File: config.mk
export PLATFORM = sky130hd
export DESIGN_NAME = mstc_ctrl
export DESIGN_NICKNAME = d
export VERILOG_FILES = /design/src/rtl/mstc_pkg.sv /design/src/rtl/mstc_ctrl.sv
export SDC_FILE = /design/constraint.sdc
export NUM_CORES = 1
export LEC_CHECK = 0
export BUFFER_PORTS_ARGS = -buffer_cell sky130_fd_sc_hd__buf_2
export CORE_ASPECT_RATIO = 1.5
export CORE_MARGIN = 2
export CORE_UTILIZATION = 28
export CTS_CLUSTER_SIZE = 20
export DETAILED_ROUTE_END_ITERATION = 8
export PLACE_DENSITY = 0.54
export SYNTH_ARGS = -nofsm -noshare
export SYNTH_HDL_FRONTEND = slang
export SYNTH_SLANG_ARGS = --single-unit
File: constraint.sdc
create_clock -name i_clk -period 1.9 [get_ports i_clk]
set_clock_uncertainty 0.2 [all_clocks]
set_input_delay 0 -clock i_clk [delete_from_list [all_inputs] [get_ports i_clk]]
set_output_delay 0 -clock i_clk [all_outputs]
set_load 0.02 [all_outputs]
File: src/rtl/mstc_pkg.sv
// Shared constants, codes and controller/datapath interface types
// for the mean/std color transfer block. No dependencies.
`default_nettype none

package mstc_pkg;

    localparam int CHANNELS       = 3;
    localparam int NCH            = (CHANNELS < 3) ? CHANNELS : 3;
    localparam int LANES          = 3;
    localparam int SAMPLE_BITS    = 16;
    localparam int GAIN_FRAC_BITS = 16;
    localparam int MAX_PIXELS     = 1048576;

    localparam int SUM_W  = 36;
    localparam int SQ_W   = 52;
    localparam int CNT_W  = 21;
    localparam int LIM_W  = 26;
    localparam int GAIN_W = 32;
    localparam int OFF_W  = 40;
    localparam int PROD_W = 88;   // shift-add multiplier product
    localparam int MPLR_W = 36;   // multiplier operand, one bit per step
    localparam int P1_W   = 73;   // n * sum of squares
    localparam int D_W    = 74;   // spread, padded to whole bit pairs
    localparam int ROOT_W = 37;
    localparam int SREM_W = 38;
    localparam int NUM_W  = 72;   // divider numerator and quotient
    localparam int DVS_W  = 40;
    localparam int STEP_W = 7;
    localparam int MAPP_W = GAIN_W + SAMPLE_BITS;
    localparam int V_W    = MAPP_W + 2;
    localparam int CH_W   = 2;

    localparam logic [CNT_W-1:0] CNT_MAX = '1;

    typedef enum logic [1:0] {
        REQ_ACC  = 2'd0,
        REQ_MAP  = 2'd1,
        REQ_CLR  = 2'd2,
        REQ_NONE = 2'd3
    } t_req;

    typedef enum logic [1:0] {
        ST_OK    = 2'd0,
        ST_EMPTY = 2'd1,
        ST_FLAT  = 2'd2
    } t_fit_st;

    typedef enum logic [2:0] {
        OP_MUL_NSQ = 3'd0,
        OP_MUL_SS  = 3'd1,
        OP_SQRT    = 3'd2,
        OP_DIV_G   = 3'd3,
        OP_MUL_GS  = 3'd4,
        OP_DIV_O   = 3'd5
    } t_op;

    typedef struct packed {
        logic            take;
        logic            start;
        t_op             op;
        logic            side_ref;
        logic [CH_W-1:0] ch;
        logic            fit_init;
        logic            set_flat;
        logic            map_mul;
        logic            out_load;
    } t_cmd;

    typedef struct packed {
        logic            done;
        logic            map_ready;
        logic            n_zero;
        logic            sb_zero;
        logic [CH_W-1:0] act;
        logic            out_busy;
    } t_stat;

endpackage

`default_nettype wire

File: src/rtl/mstc_ctrl.sv
// Sequencer for the fit and map flow: accepts transactions and steps the
// datapath's iterative units. Depends on mstc_pkg.
`default_nettype none

module mstc_ctrl (
    input  logic            i_clk,
    input  logic            i_rst_n,
    input  logic            i_in_valid,
    input  logic [1:0]      i_req_type,
    output logic            o_in_ready,
    input  mstc_pkg::t_stat i_stat,
    output mstc_pkg::t_cmd  o_cmd
);
    import mstc_pkg::*;

    typedef enum logic [11:0] {
        S_IDLE     = 12'b0000_0000_0001,
        S_FIT_INIT = 12'b0000_0000_0010,
        S_MUL_A    = 12'b0000_0000_0100,
        S_MUL_B    = 12'b0000_0000_1000,
        S_SQRT     = 12'b0000_0001_0000,
        S_CHK      = 12'b0000_0010_0000,
        S_DIV_G    = 12'b0000_0100_0000,
        S_MUL_C    = 12'b0000_1000_0000,
        S_DIV_O    = 12'b0001_0000_0000,
        S_NEXT     = 12'b0010_0000_0000,
        S_MAP_MUL  = 12'b0100_0000_0000,
        S_MAP_OUT  = 12'b1000_0000_0000
    } t_state;

    t_state          r_state, n_state;
    logic [CH_W-1:0] r_ch, n_ch;
    logic            r_side, n_side;

    assign o_in_ready = (r_state == S_IDLE);

    always_comb begin
        n_state = r_state;
        n_ch    = r_ch;
        n_side  = r_side;
        o_cmd   = '0;
        case (r_state)
            S_IDLE: begin
                if (i_in_valid) begin
                    o_cmd.take = 1'b1;
                    if (t_req'(i_req_type) == REQ_MAP) begin
                        n_state = i_stat.map_ready ? S_MAP_MUL : S_FIT_INIT;
                    end
                end
            end
            S_FIT_INIT: begin
                o_cmd.fit_init = 1'b1;
                n_ch    = '0;
                n_side  = 1'b0;
                n_state = i_stat.n_zero ? S_MAP_MUL : S_MUL_A;
            end
            S_MUL_A: if (i_stat.done) n_state = S_MUL_B;
            S_MUL_B: if (i_stat.done) n_state = S_SQRT;
            S_SQRT:  if (i_stat.done) n_state = S_CHK;
            S_CHK: begin
                if (r_side) begin
                    n_state = S_DIV_G;
                end else if (i_stat.sb_zero) begin
                    o_cmd.set_flat = 1'b1;
                    n_state = S_NEXT;
                end else begin
                    n_side  = 1'b1;
                    n_state = S_MUL_A;
                end
            end
            S_DIV_G: if (i_stat.done) n_state = S_MUL_C;
            S_MUL_C: if (i_stat.done) n_state = S_DIV_O;
            S_DIV_O: if (i_stat.done) n_state = S_NEXT;
            S_NEXT: begin
                if (r_ch == i_stat.act - 1'b1) begin
                    n_state = S_MAP_MUL;
                end else begin
                    n_ch    = r_ch + 1'b1;
                    n_side  = 1'b0;
                    n_state = S_MUL_A;
                end
            end
            S_MAP_MUL: begin
                o_cmd.map_mul = 1'b1;
                n_state = S_MAP_OUT;
            end
            S_MAP_OUT: begin
                if (!i_stat.out_busy) begin
                    o_cmd.out_load = 1'b1;
                    n_state = S_IDLE;
                end
            end
            default: n_state = S_IDLE;
        endcase

        // unit start on entry into an arithmetic state
        o_cmd.side_ref = n_side;
        o_cmd.ch       = n_ch;
        o_cmd.op       = OP_MUL_NSQ;
        case (n_state)
            S_MUL_A: o_cmd.op = OP_MUL_NSQ;
            S_MUL_B: o_cmd.op = OP_MUL_SS;
            S_SQRT:  o_cmd.op = OP_SQRT;
            S_DIV_G: o_cmd.op = OP_DIV_G;
            S_MUL_C: o_cmd.op = OP_MUL_GS;
            S_DIV_O: o_cmd.op = OP_DIV_O;
            default: o_cmd.op = OP_MUL_NSQ;
        endcase
        o_cmd.start = (n_state != r_state) &&
                      (n_state == S_MUL_A || n_state == S_MUL_B || n_state == S_SQRT ||
                       n_state == S_DIV_G || n_state == S_MUL_C || n_state == S_DIV_O);
    end

    always_ff @(posedge i_clk) begin
        if (!i_rst_n) begin
            r_state <= S_IDLE;
            r_ch    <= '0;
            r_side  <= 1'b0;
        end else begin
            r_state <= n_state;
            r_ch    <= n_ch;
            r_side  <= n_side;
        end
    end

endmodule

`default_nettype wire

==> flow_summary.rst, run 1 <==
.. list-table::
   :header-rows: 1

   * - Metric
     - Value
   * - Number of nets at the end of the flow
     - roughly 230
   * - Initial antenna violation count
     - 0
   * - Clock root buffer
     - sky130_fd_sc_hd__clkbuf_8
   * - Routed len/inst
     - 16.0 microns
   * - Leak
     - between 0.8 and 0.9 nW
   * - Clock tree from TritonCTS
     - built
   * - Die height
     - just over 80 microns
   * - Pre-antenna DRT Iters
     - 4
   * - Part of the Yosys area used for sequential elements
     - 0.261
   * - Highest Clock Rate
     - 464 MHz
   * - Cell with the most instances on the worst path
     - sky130_fd_sc_hd__buf_4
   * - Via count normalized by instance count
     - around 5.5
   * - Via count of the first global-routing pass
     - about 1.4k
   * - Layout fillers
     - 355
   * - Setup Slack @ Placement
     - -0.227 ns
   * - Register bit count reported by yosys
     - 15
   * - Data required, critical path
     - ~1.7 ns
   * - Leading cell types in the layout, fill and taps excluded
     - 34 x sky130_fd_sc_hd__buf_4, 16 x sky130_fd_sc_hd__nor2_1, 15 x sky130_fd_sc_hd__buf_6
   * - Power Dens Cells
     - 391 nW/um^2
   * - Violation count after the first detailed-routing iteration
     - 55
   * - Row count
     - 28
   * - Maximum number of pins on one net before global-route repair
     - 12
   * - Count of pins over their slew limit
     - 0
   * - Clock tree buffer depth
     - 2
   * - Violations in the final reports
     - setup timing
   * - Remaining global-route overflow
     - 0
   * - Worst slew margin relative to its limit
     - 0.782
   * - Placed inst area
     - approximately 1500 sq um
   * - Fin Hold WS
     - between 0.03 and 0.04 ns
   * - Max-capacitance violation count
     - 0
   * - Worst Setup End Kind
     - output port
   * - Worst path max stage delay
     - about 0.34 ns
   * - Syn nets
     - between 150 and 200
   * - GPL Wtd Cong
     - between 0.9 and 1
   * - Initial Utilization
     - 0.290
   * - HPWL Detailed
     - around 2900 microns
   * - Worst-margin pin slew
     - between 0.3 and 0.4 ns
   * - Register area
     - 334 sq um
   * - Run status
     - finished with violations
   * - Area of all placed cells without fillers
     - ~2100 sq um
   * - Maximum VDD drop
     - about 0.00035 V
   * - Die outline width
     - ~56 microns
   * - Fraction of the core area covered by cells at the end of the flow
     - 0.527
   * - Routed wire length
     - 4170 microns
   * - First-pass GRT wire length
     - around 6600 microns
   * - DRC
     - 0
   * - Worst min path class
     - input port to flip-flop
   * - Cell with the largest stage delay on the worst path
     - sky130_fd_sc_hd__dfxtp_2
   * - Synthesized area per cell
     - ~7.7 sq um
   * - Prevailing post-synth register cell
     - sky130_fd_sc_hd__dfxtp_1
   * - Setup repair after global routing missed its margin
     - yes
   * - Fin crit period
     - roughly 2.2 ns
   * - Number of warnings printed during yosys synthesis
     - 0
   * - Number of primary I/O pins
     - 25
   * - Fraction of layout cells with a size suffix above 1
     - 0.558
   * - Setup CP Type
     - flip-flop to output port
   * - Ant diodes
     - 0
   * - CTS clock-pin slew for the worst setup and hold paths
     - about 0.070 ns
   * - Floorplan core area
     - 3960 sq um
   * - Total number of H-tree levels
     - 1
   * - Number of distinct standard cells referenced by the synthesized netlist
     - 47
   * - Post-route antenna net violation count
     - 0
   * - Buffers & Inverters on Critical Path
     - 3
   * - Post-Syn Instances
     - 150
   * - Combined area of all synthesized cells
     - between 1000 and 1500 sq um
   * - Cells along the critical path
     - nor4_4, buf_4, nand4_1, buf_4, nor2_4, nor2b_1, a41oi_2, buf_4
   * - Total Power Consumption
     - between 0.8 and 0.9 mW
   * - Relative area change from synthesis to final layout
     - 81.3%
   * - Worst path arrival time
     - slightly below 2 ns
   * - Overall track demand over capacity in global routing
     - 0.185
   * - Worst-Skew Late Latency
     - 0.25 ns
   * - Post-route worst setup slack
     - -0.254 ns
   * - Via count
     - between 1k and 1.5k
   * - Die area
     - 4650 sq um
   * - Async SR Flop Fraction
     - 0
   * - Final setup violation count
     - 14
   * - Number of hold violations in the final report
     - 0
   * - Multi-input gate area in the final layout
     - roughly 1000 sq um
   * - Kind of launch point of the worst setup path
     - flip-flop
   * - Sink Count
     - 15
   * - Port Buf Inserts
     - 24
   * - Commonest non-fill, non-tap cell in the layout
     - sky130_fd_sc_hd__buf_4
   * - Number of enable-type register cells in the synthesized netlist
     - 0
   * - Inserted Clock Buffers
     - 3
   * - Portion of the clock cycle consumed by the worst path in the final layout
     - 1.13
   * - Family with the most delay on the worst path
     - simple AND/OR/NAND/NOR gates
   * - Largest fanout of any net on the critical path
     - 5
## worst register-to-register path: cells and delay by family (launching register included)
| kind | cells | cell delay, ns |
|---|---|---|
| simple gates | 5 | 0.80 |
| buf+inv | 4 | 0.67 |
| flops | 1 | 0.34 |
## stage by stage
stage / setup TNS [ns] / std cells
finish: -1.95 / 260
floorplan: -0.325 / 150
global placement: -0.850 / 239
global route: -3.12 / 260
CTS: -1.49 / 255
detailed placement: -1.04 / 239
## routing by layer
metal  part of all wire  wire length, microns  GRT usage
met1               0.36                  1520      0.179
met3              0.024                   101     0.0156
met2               0.57                  2370      0.378
met4              0.043                   180      0.110
met5                  0                     0          0
## logic make-up after synthesis
logic type / share of synthesized area
buffers and inverters: 0.0675
XOR/XNOR: 0.0381
multiplexers: 0.0185
AND/OR/NAND/NOR: 0.456
AO/OA/AOI/OAI: 0.159
flip-flops: 0.261
## registers in the layout, summed over array words and instances (netlist names)
signal and flops:
r_side 1, r_ch 2, r_state 12
## cells in the mapped netlist, types with 3 or more instances
| master | instances | area share |
|---|---|---|
| sky130_fd_sc_hd__inv_1 | 7 | 0.023 |
| sky130_fd_sc_hd__nor3_1 | 4 | 0.017 |
| sky130_fd_sc_hd__nor4_1 | 3 | 0.016 |
| sky130_fd_sc_hd__xor2_1 | 4 | 0.030 |
| sky130_fd_sc_hd__a221oi_1 | 3 | 0.023 |
| sky130_fd_sc_hd__nor2_1 | 22 | 0.072 |
| sky130_fd_sc_hd__nand4_1 | 3 | 0.016 |
| sky130_fd_sc_hd__and2_1 | 4 | 0.022 |
| sky130_fd_sc_hd__nor3b_1 | 7 | 0.046 |
| sky130_fd_sc_hd__nor4b_1 | 3 | 0.023 |
| sky130_fd_sc_hd__nand2_1 | 10 | 0.033 |
| sky130_fd_sc_hd__nor2b_1 | 5 | 0.027 |
| sky130_fd_sc_hd__nand2b_1 | 4 | 0.022 |
| sky130_fd_sc_hd__o21ai_0 | 7 | 0.030 |
| sky130_fd_sc_hd__clkbuf_1 | 4 | 0.013 |
| sky130_fd_sc_hd__dfxtp_1 | 15 | 0.26 |
| sky130_fd_sc_hd__nand3_1 | 5 | 0.022 |
## worst paths after layout
| path | to | slack [ns] | depth (start not counted) | startpoint |
|---|---|---|---|---|
| setup reg to reg | r_state[9]$_SDFF_PN0_ | -0.16 | 9 | r_state[0]$_SDFF_PN1_ |
| hold reg to reg | r_state[5]$_SDFF_PN0_ | 0.46 | 3 | r_state[8]$_SDFF_PN0_ |
| setup / recovery | o_cmd[10] | -0.25 | 8 | r_state[0]$_SDFF_PN1_ |
| hold / removal | r_state[1]$_SDFF_PN0_ | 0.04 | 4 | i_req_type[0] |
## report_power, final
part / internal (mW) / switching (mW) / leakage (nW)
Sequential: 0.309 / 0.00700 / 0.128
Clock: 0.149 / 0.128 / 0.0228
Combinational: 0.113 / 0.109 / 0.731
Total: 0.571 / 0.245 / 0.882
## timing repair
item,in CTS,in global routing
pin swaps,10,14
buffers inserted,3,5
hold endpoints to repair,9,0
endpoints found under the setup margin,18,21
hold buffers,9,0
gates resized for setup,51,42
## final cells by class
cell class	count	share of cell area
clock buffer	4	0.0216
inverter	7	0.0138
multi-input combinational	119	0.502
timing repair buffer	70	0.276
sequential	15	0.160
tap	45	0.0270
Power figures use the tool's default switching activity.
==> run 2, diff against run 1 <==
--- a/config.mk
+++ b/config.mk
@@ -5,7 +5,7 @@
 export SDC_FILE = /design/constraint.sdc
 export NUM_CORES = 1
 export LEC_CHECK = 0
-export BUFFER_PORTS_ARGS = -buffer_cell sky130_fd_sc_hd__buf_2
+export BUFFER_PORTS_ARGS = -buffer_cell sky130_fd_sc_hd__buf_4
 export CORE_ASPECT_RATIO = 1.5
 export CORE_MARGIN = 2
 export CORE_UTILIZATION = 28
==> flow_summary.rst, run 2 (synthesis gave the netlist of run 1 again) <==
.. list-table::
   :header-rows: 1

   * - Metric
     - Value
   * - Worst min path class
     - input port to flip-flop
   * - Crit path from
     - r_state[5]$_SDFF_PN0_
   * - Largest fanout of any net on the critical path
     - 6 (+1)
   * - Die outline width
     - 56.3 microns (unchanged)
   * - GR Util met1
     - 0.186 (+0.00736)
   * - Number of nets at the end of the flow
     - 229 (+0.44%)
   * - Portion of the clock cycle consumed by the worst path in the final layout
     - 1.12 (-0.00966)
   * - Ant diodes
     - 0 (unchanged)
   * - Reg2Reg Setup Slack
     - -0.07 ns (+0.09 ns)
   * - First-pass GRT wire length
     - 7250 microns (+9.2%)
   * - Max-capacitance violation count
     - 0 (unchanged)
   * - Initial antenna violation count
     - 0 (unchanged)
   * - Largest regs
     - r_state x12, r_ch x2, r_side x1
   * - Worst-Skew Late Latency
     - 0.26 ns (about the same)
   * - Pre-antenna DRT Iters
     - 4 (unchanged)
   * - Worst slew margin relative to its limit
     - 0.725 (-0.0573)
   * - Leading cell types in the layout, fill and taps excluded
     - 46 x sky130_fd_sc_hd__buf_4, 17 x sky130_fd_sc_hd__nor2_1, 16 x sky130_fd_sc_hd__buf_6
   * - Count of pins over their slew limit
     - 0 (unchanged)
   * - Sequential power share
     - 0.371 (-0.017)
   * - Fraction of layout cells with a size suffix above 1
     - 0.565 (+0.00668)
   * - CTS clock-pin slew for the worst setup and hold paths
     - 0.06 ns (about the same)
   * - Overall track demand over capacity in global routing
     - 0.204 (+0.0189)
   * - Power Dens Cells
     - 403 nW/um^2 (+3.0%)
   * - Net switching power of the design
     - 0.262 mW (+7.0%)
   * - Worst path max stage delay
     - 0.38 ns (+0.04 ns)
   * - Fin crit period
     - 2.14 ns (-0.0183 ns)
   * - Worst Setup End Kind
     - output port
   * - HPWL Detailed
     - 3100 microns (+6.3%)
   * - Register ranked first by flip-flop count
     - r_state
   * - Row count
     - 28 (unchanged)
   * - Combinational share of power
     - 0.303 (+0.031)
   * - Violation count after the first detailed-routing iteration
     - 48 (-13%)
   * - Clock tree from TritonCTS
     - built
   * - Setup CP Type
     - flip-flop to output port
   * - Pint
     - 0.599 mW (+5.0%)
   * - Buffers & Inverters on Critical Path
     - 2 (-1)
   * - Run status
     - finished with violations
   * - Busiest metal layer after global routing
     - met2
   * - Met3 demand-to-capacity share in global routing
     - 0.0218 (+0.00623)
   * - Via count
     - 1,441 (+1.4%)
   * - Power share of the clock group
     - 0.325 (-0.015)
   * - Flip-flop count of the largest register, all copies and words added
     - 12 (unchanged)
   * - Floorplan core area
     - 3960 sq um (unchanged)
   * - Die height
     - 82.5 microns (unchanged)
   * - Worst-margin pin slew
     - 0.407 ns (+0.0837 ns)
   * - Beginning of the worst hold path
     - i_stat[2]
   * - Clock root buffer
     - sky130_fd_sc_hd__clkbuf_8
   * - Family with the most delay on the worst path
     - simple AND/OR/NAND/NOR gates
   * - Cell with the largest stage delay on the worst path
     - sky130_fd_sc_hd__dfxtp_2
   * - Inserted Clock Buffers
     - 3 (unchanged)
   * - Setup Slack @ Placement
     - -0.191 ns (+0.0361 ns)
   * - Cells along the critical path
     - nor4_4, buf_4, nand2_1, nor4_4, nor3_2, a41oi_2, buf_4
   * - Maximum number of pins on one net before global-route repair
     - 12 (unchanged)
   * - Startpoint of the worst register-to-register path
     - r_state[0]$_SDFF_PN1_
   * - Remaining global-route overflow
     - 0 (unchanged)
   * - Port Buf Inserts
     - 24 (unchanged)
   * - Violations in the final reports
     - setup timing
   * - Maximum VDD drop
     - 0.000394 V (+14%)
   * - Kind of launch point of the worst setup path
     - flip-flop
   * - Setup repair after global routing missed its margin
     - yes
   * - DRC
     - 0 (unchanged)
   * - Post-route antenna net violation count
     - 0 (unchanged)
   * - Endpoint of the worst hold-timing path
     - r_ch[1]$_SDFF_PN0_
   * - Via count of the first global-routing pass
     - 1,537 (+8.1%)
   * - Number of hold violations in the final report
     - 0 (unchanged)
   * - Leak
     - 0.886 nW (+0.41%)
   * - Routed len/inst
     - 17.4 microns (+8.5%)
   * - Post-route worst setup slack
     - -0.236 ns (+0.0183 ns)
   * - Routed wire length
     - 4540 microns (+8.9%)
   * - Final setup violation count
     - 12 (-2)
   * - Final sum of negative setup slack
     - -1.60 ns (+0.354 ns)
   * - Sink Count
     - 15 (unchanged)
   * - Commonest non-fill, non-tap cell in the layout
     - sky130_fd_sc_hd__buf_4
   * - Die area
     - 4650 sq um (unchanged)
   * - Number of primary I/O pins
     - 25 (unchanged)
   * - GRT met2 Usage
     - 0.407 (+0.0294)
   * - Clock tree buffer depth
     - 2 (unchanged)
   * - Via count normalized by instance count
     - 5.52 (+1.0%)
   * - Destination of the worst register-to-register timing path
     - r_state[0]$_SDFF_PN1_
   * - Cells on worst reg2reg path
     - 8 (-1)
   * - Net switching share of the total power
     - 0.304 (+0.00403)
   * - Worst path arrival time
     - 1.94 ns (about the same)
   * - Total number of H-tree levels
     - 1 (unchanged)
   * - Worst hold path depth
     - 4 (unchanged)
   * - Initial Utilization
     - 0.290 (unchanged)
   * - GPL Wtd Cong
     - 1.01 (+6.2%)
   * - Highest Clock Rate
     - 468 MHz (+0.86%)
   * - Relative area change from synthesis to final layout
     - 85.9%
   * - Data required, critical path
     - 1.70 ns (about the same)
==> run 2: changes by cell type in the layout (fill, tap and decap cells not counted), moves of 2 or more <==
cell | previous run | this run
sky130_fd_sc_hd__buf_4 | 34 | 46
sky130_fd_sc_hd__dfxtp_2 | 3 | 5
sky130_fd_sc_hd__buf_2 | 12 | 0
sky130_fd_sc_hd__dfxtp_4 | 8 | 5
sky130_fd_sc_hd__o21ai_1 | 2 | 0
sky130_fd_sc_hd__o21ai_2 | 1 | 3
==> run 2: repair_timing <==
| item | CTS | global route |
|---|---|---|
| endpoints found under the hold margin | 10 | 0 |
| pin swaps | 15 | 5 |
| endpoints found under the setup margin | 18 | 22 |
| setup buffers | 4 | 6 |
| gates resized for setup | 56 | 24 |
| hold buffers | 9 | 0 |
==> run 2: worst min-delay path: stages <==
cell and delay, ns:
sky130_fd_sc_hd__buf_4 0.10, sky130_fd_sc_hd__or4_4 0.13, sky130_fd_sc_hd__a31oi_4 0.08, sky130_fd_sc_hd__and2_1 0.13
==> run 2: worst max path at each step <==
stage / slack [ns] / end / cells past startpoint
floorplan: -0.19 / r_ch[1]$_SDFF_PN0_ / 6
global placement: -0.14 / o_cmd[10] / 7
detailed placement: -0.19 / o_cmd[10] / 7
CTS: -0.23 / o_cmd[5] / 5
global route: -0.34 / o_cmd[10] / 7
finish: -0.24 / o_cmd[10] / 7
==> run 2: per-layer routing <==
metal	vias to the layer above	routed length [microns]
met5	-	0
met4	0	313
met3	23	156
met1	681	1530
li1	682	-
met2	55	2540
==> run 2: power groups by stage <==
stage | sequential, mW | clock (mW) | combinational (mW)
detailed placement | 0.332 | 0 | 0.175
global route | 0.320 | 0.292 | 0.279
finish | 0.319 | 0.280 | 0.261
CTS | 0.319 | 0.288 | 0.231
floorplan | 0.332 | 0 | 0.0955
global placement | 0.332 | 0 | 0.173
==> run 2: cell type report <==
cell class,count,area (sq um)
Clock buffer,4,45.0
Inverter,7,26.3
Timing Repair Buffer,71,616
Tap cell,45,56.3
Multi-Input combinational cell,119,1070
Sequential cell,15,325
Fill cell,350,1820
==> run 2: stage by stage <==
step / hold slack [ns] / std cells / instance area (sq um) / utilization / power (mW)
global route: 0.0592 / 261 / 2140 / 0.540 / 0.891
global placement: 0.0566 / 239 / 1600 / 0.404 / 0.505
detailed placement: 0.0664 / 239 / 1600 / 0.404 / 0.507
finish: 0.0322 / 261 / 2140 / 0.540 / 0.861
CTS: 0.00705 / 255 / 1980 / 0.501 / 0.838
floorplan: -0.141 / 150 / 1200 / - / 0.427
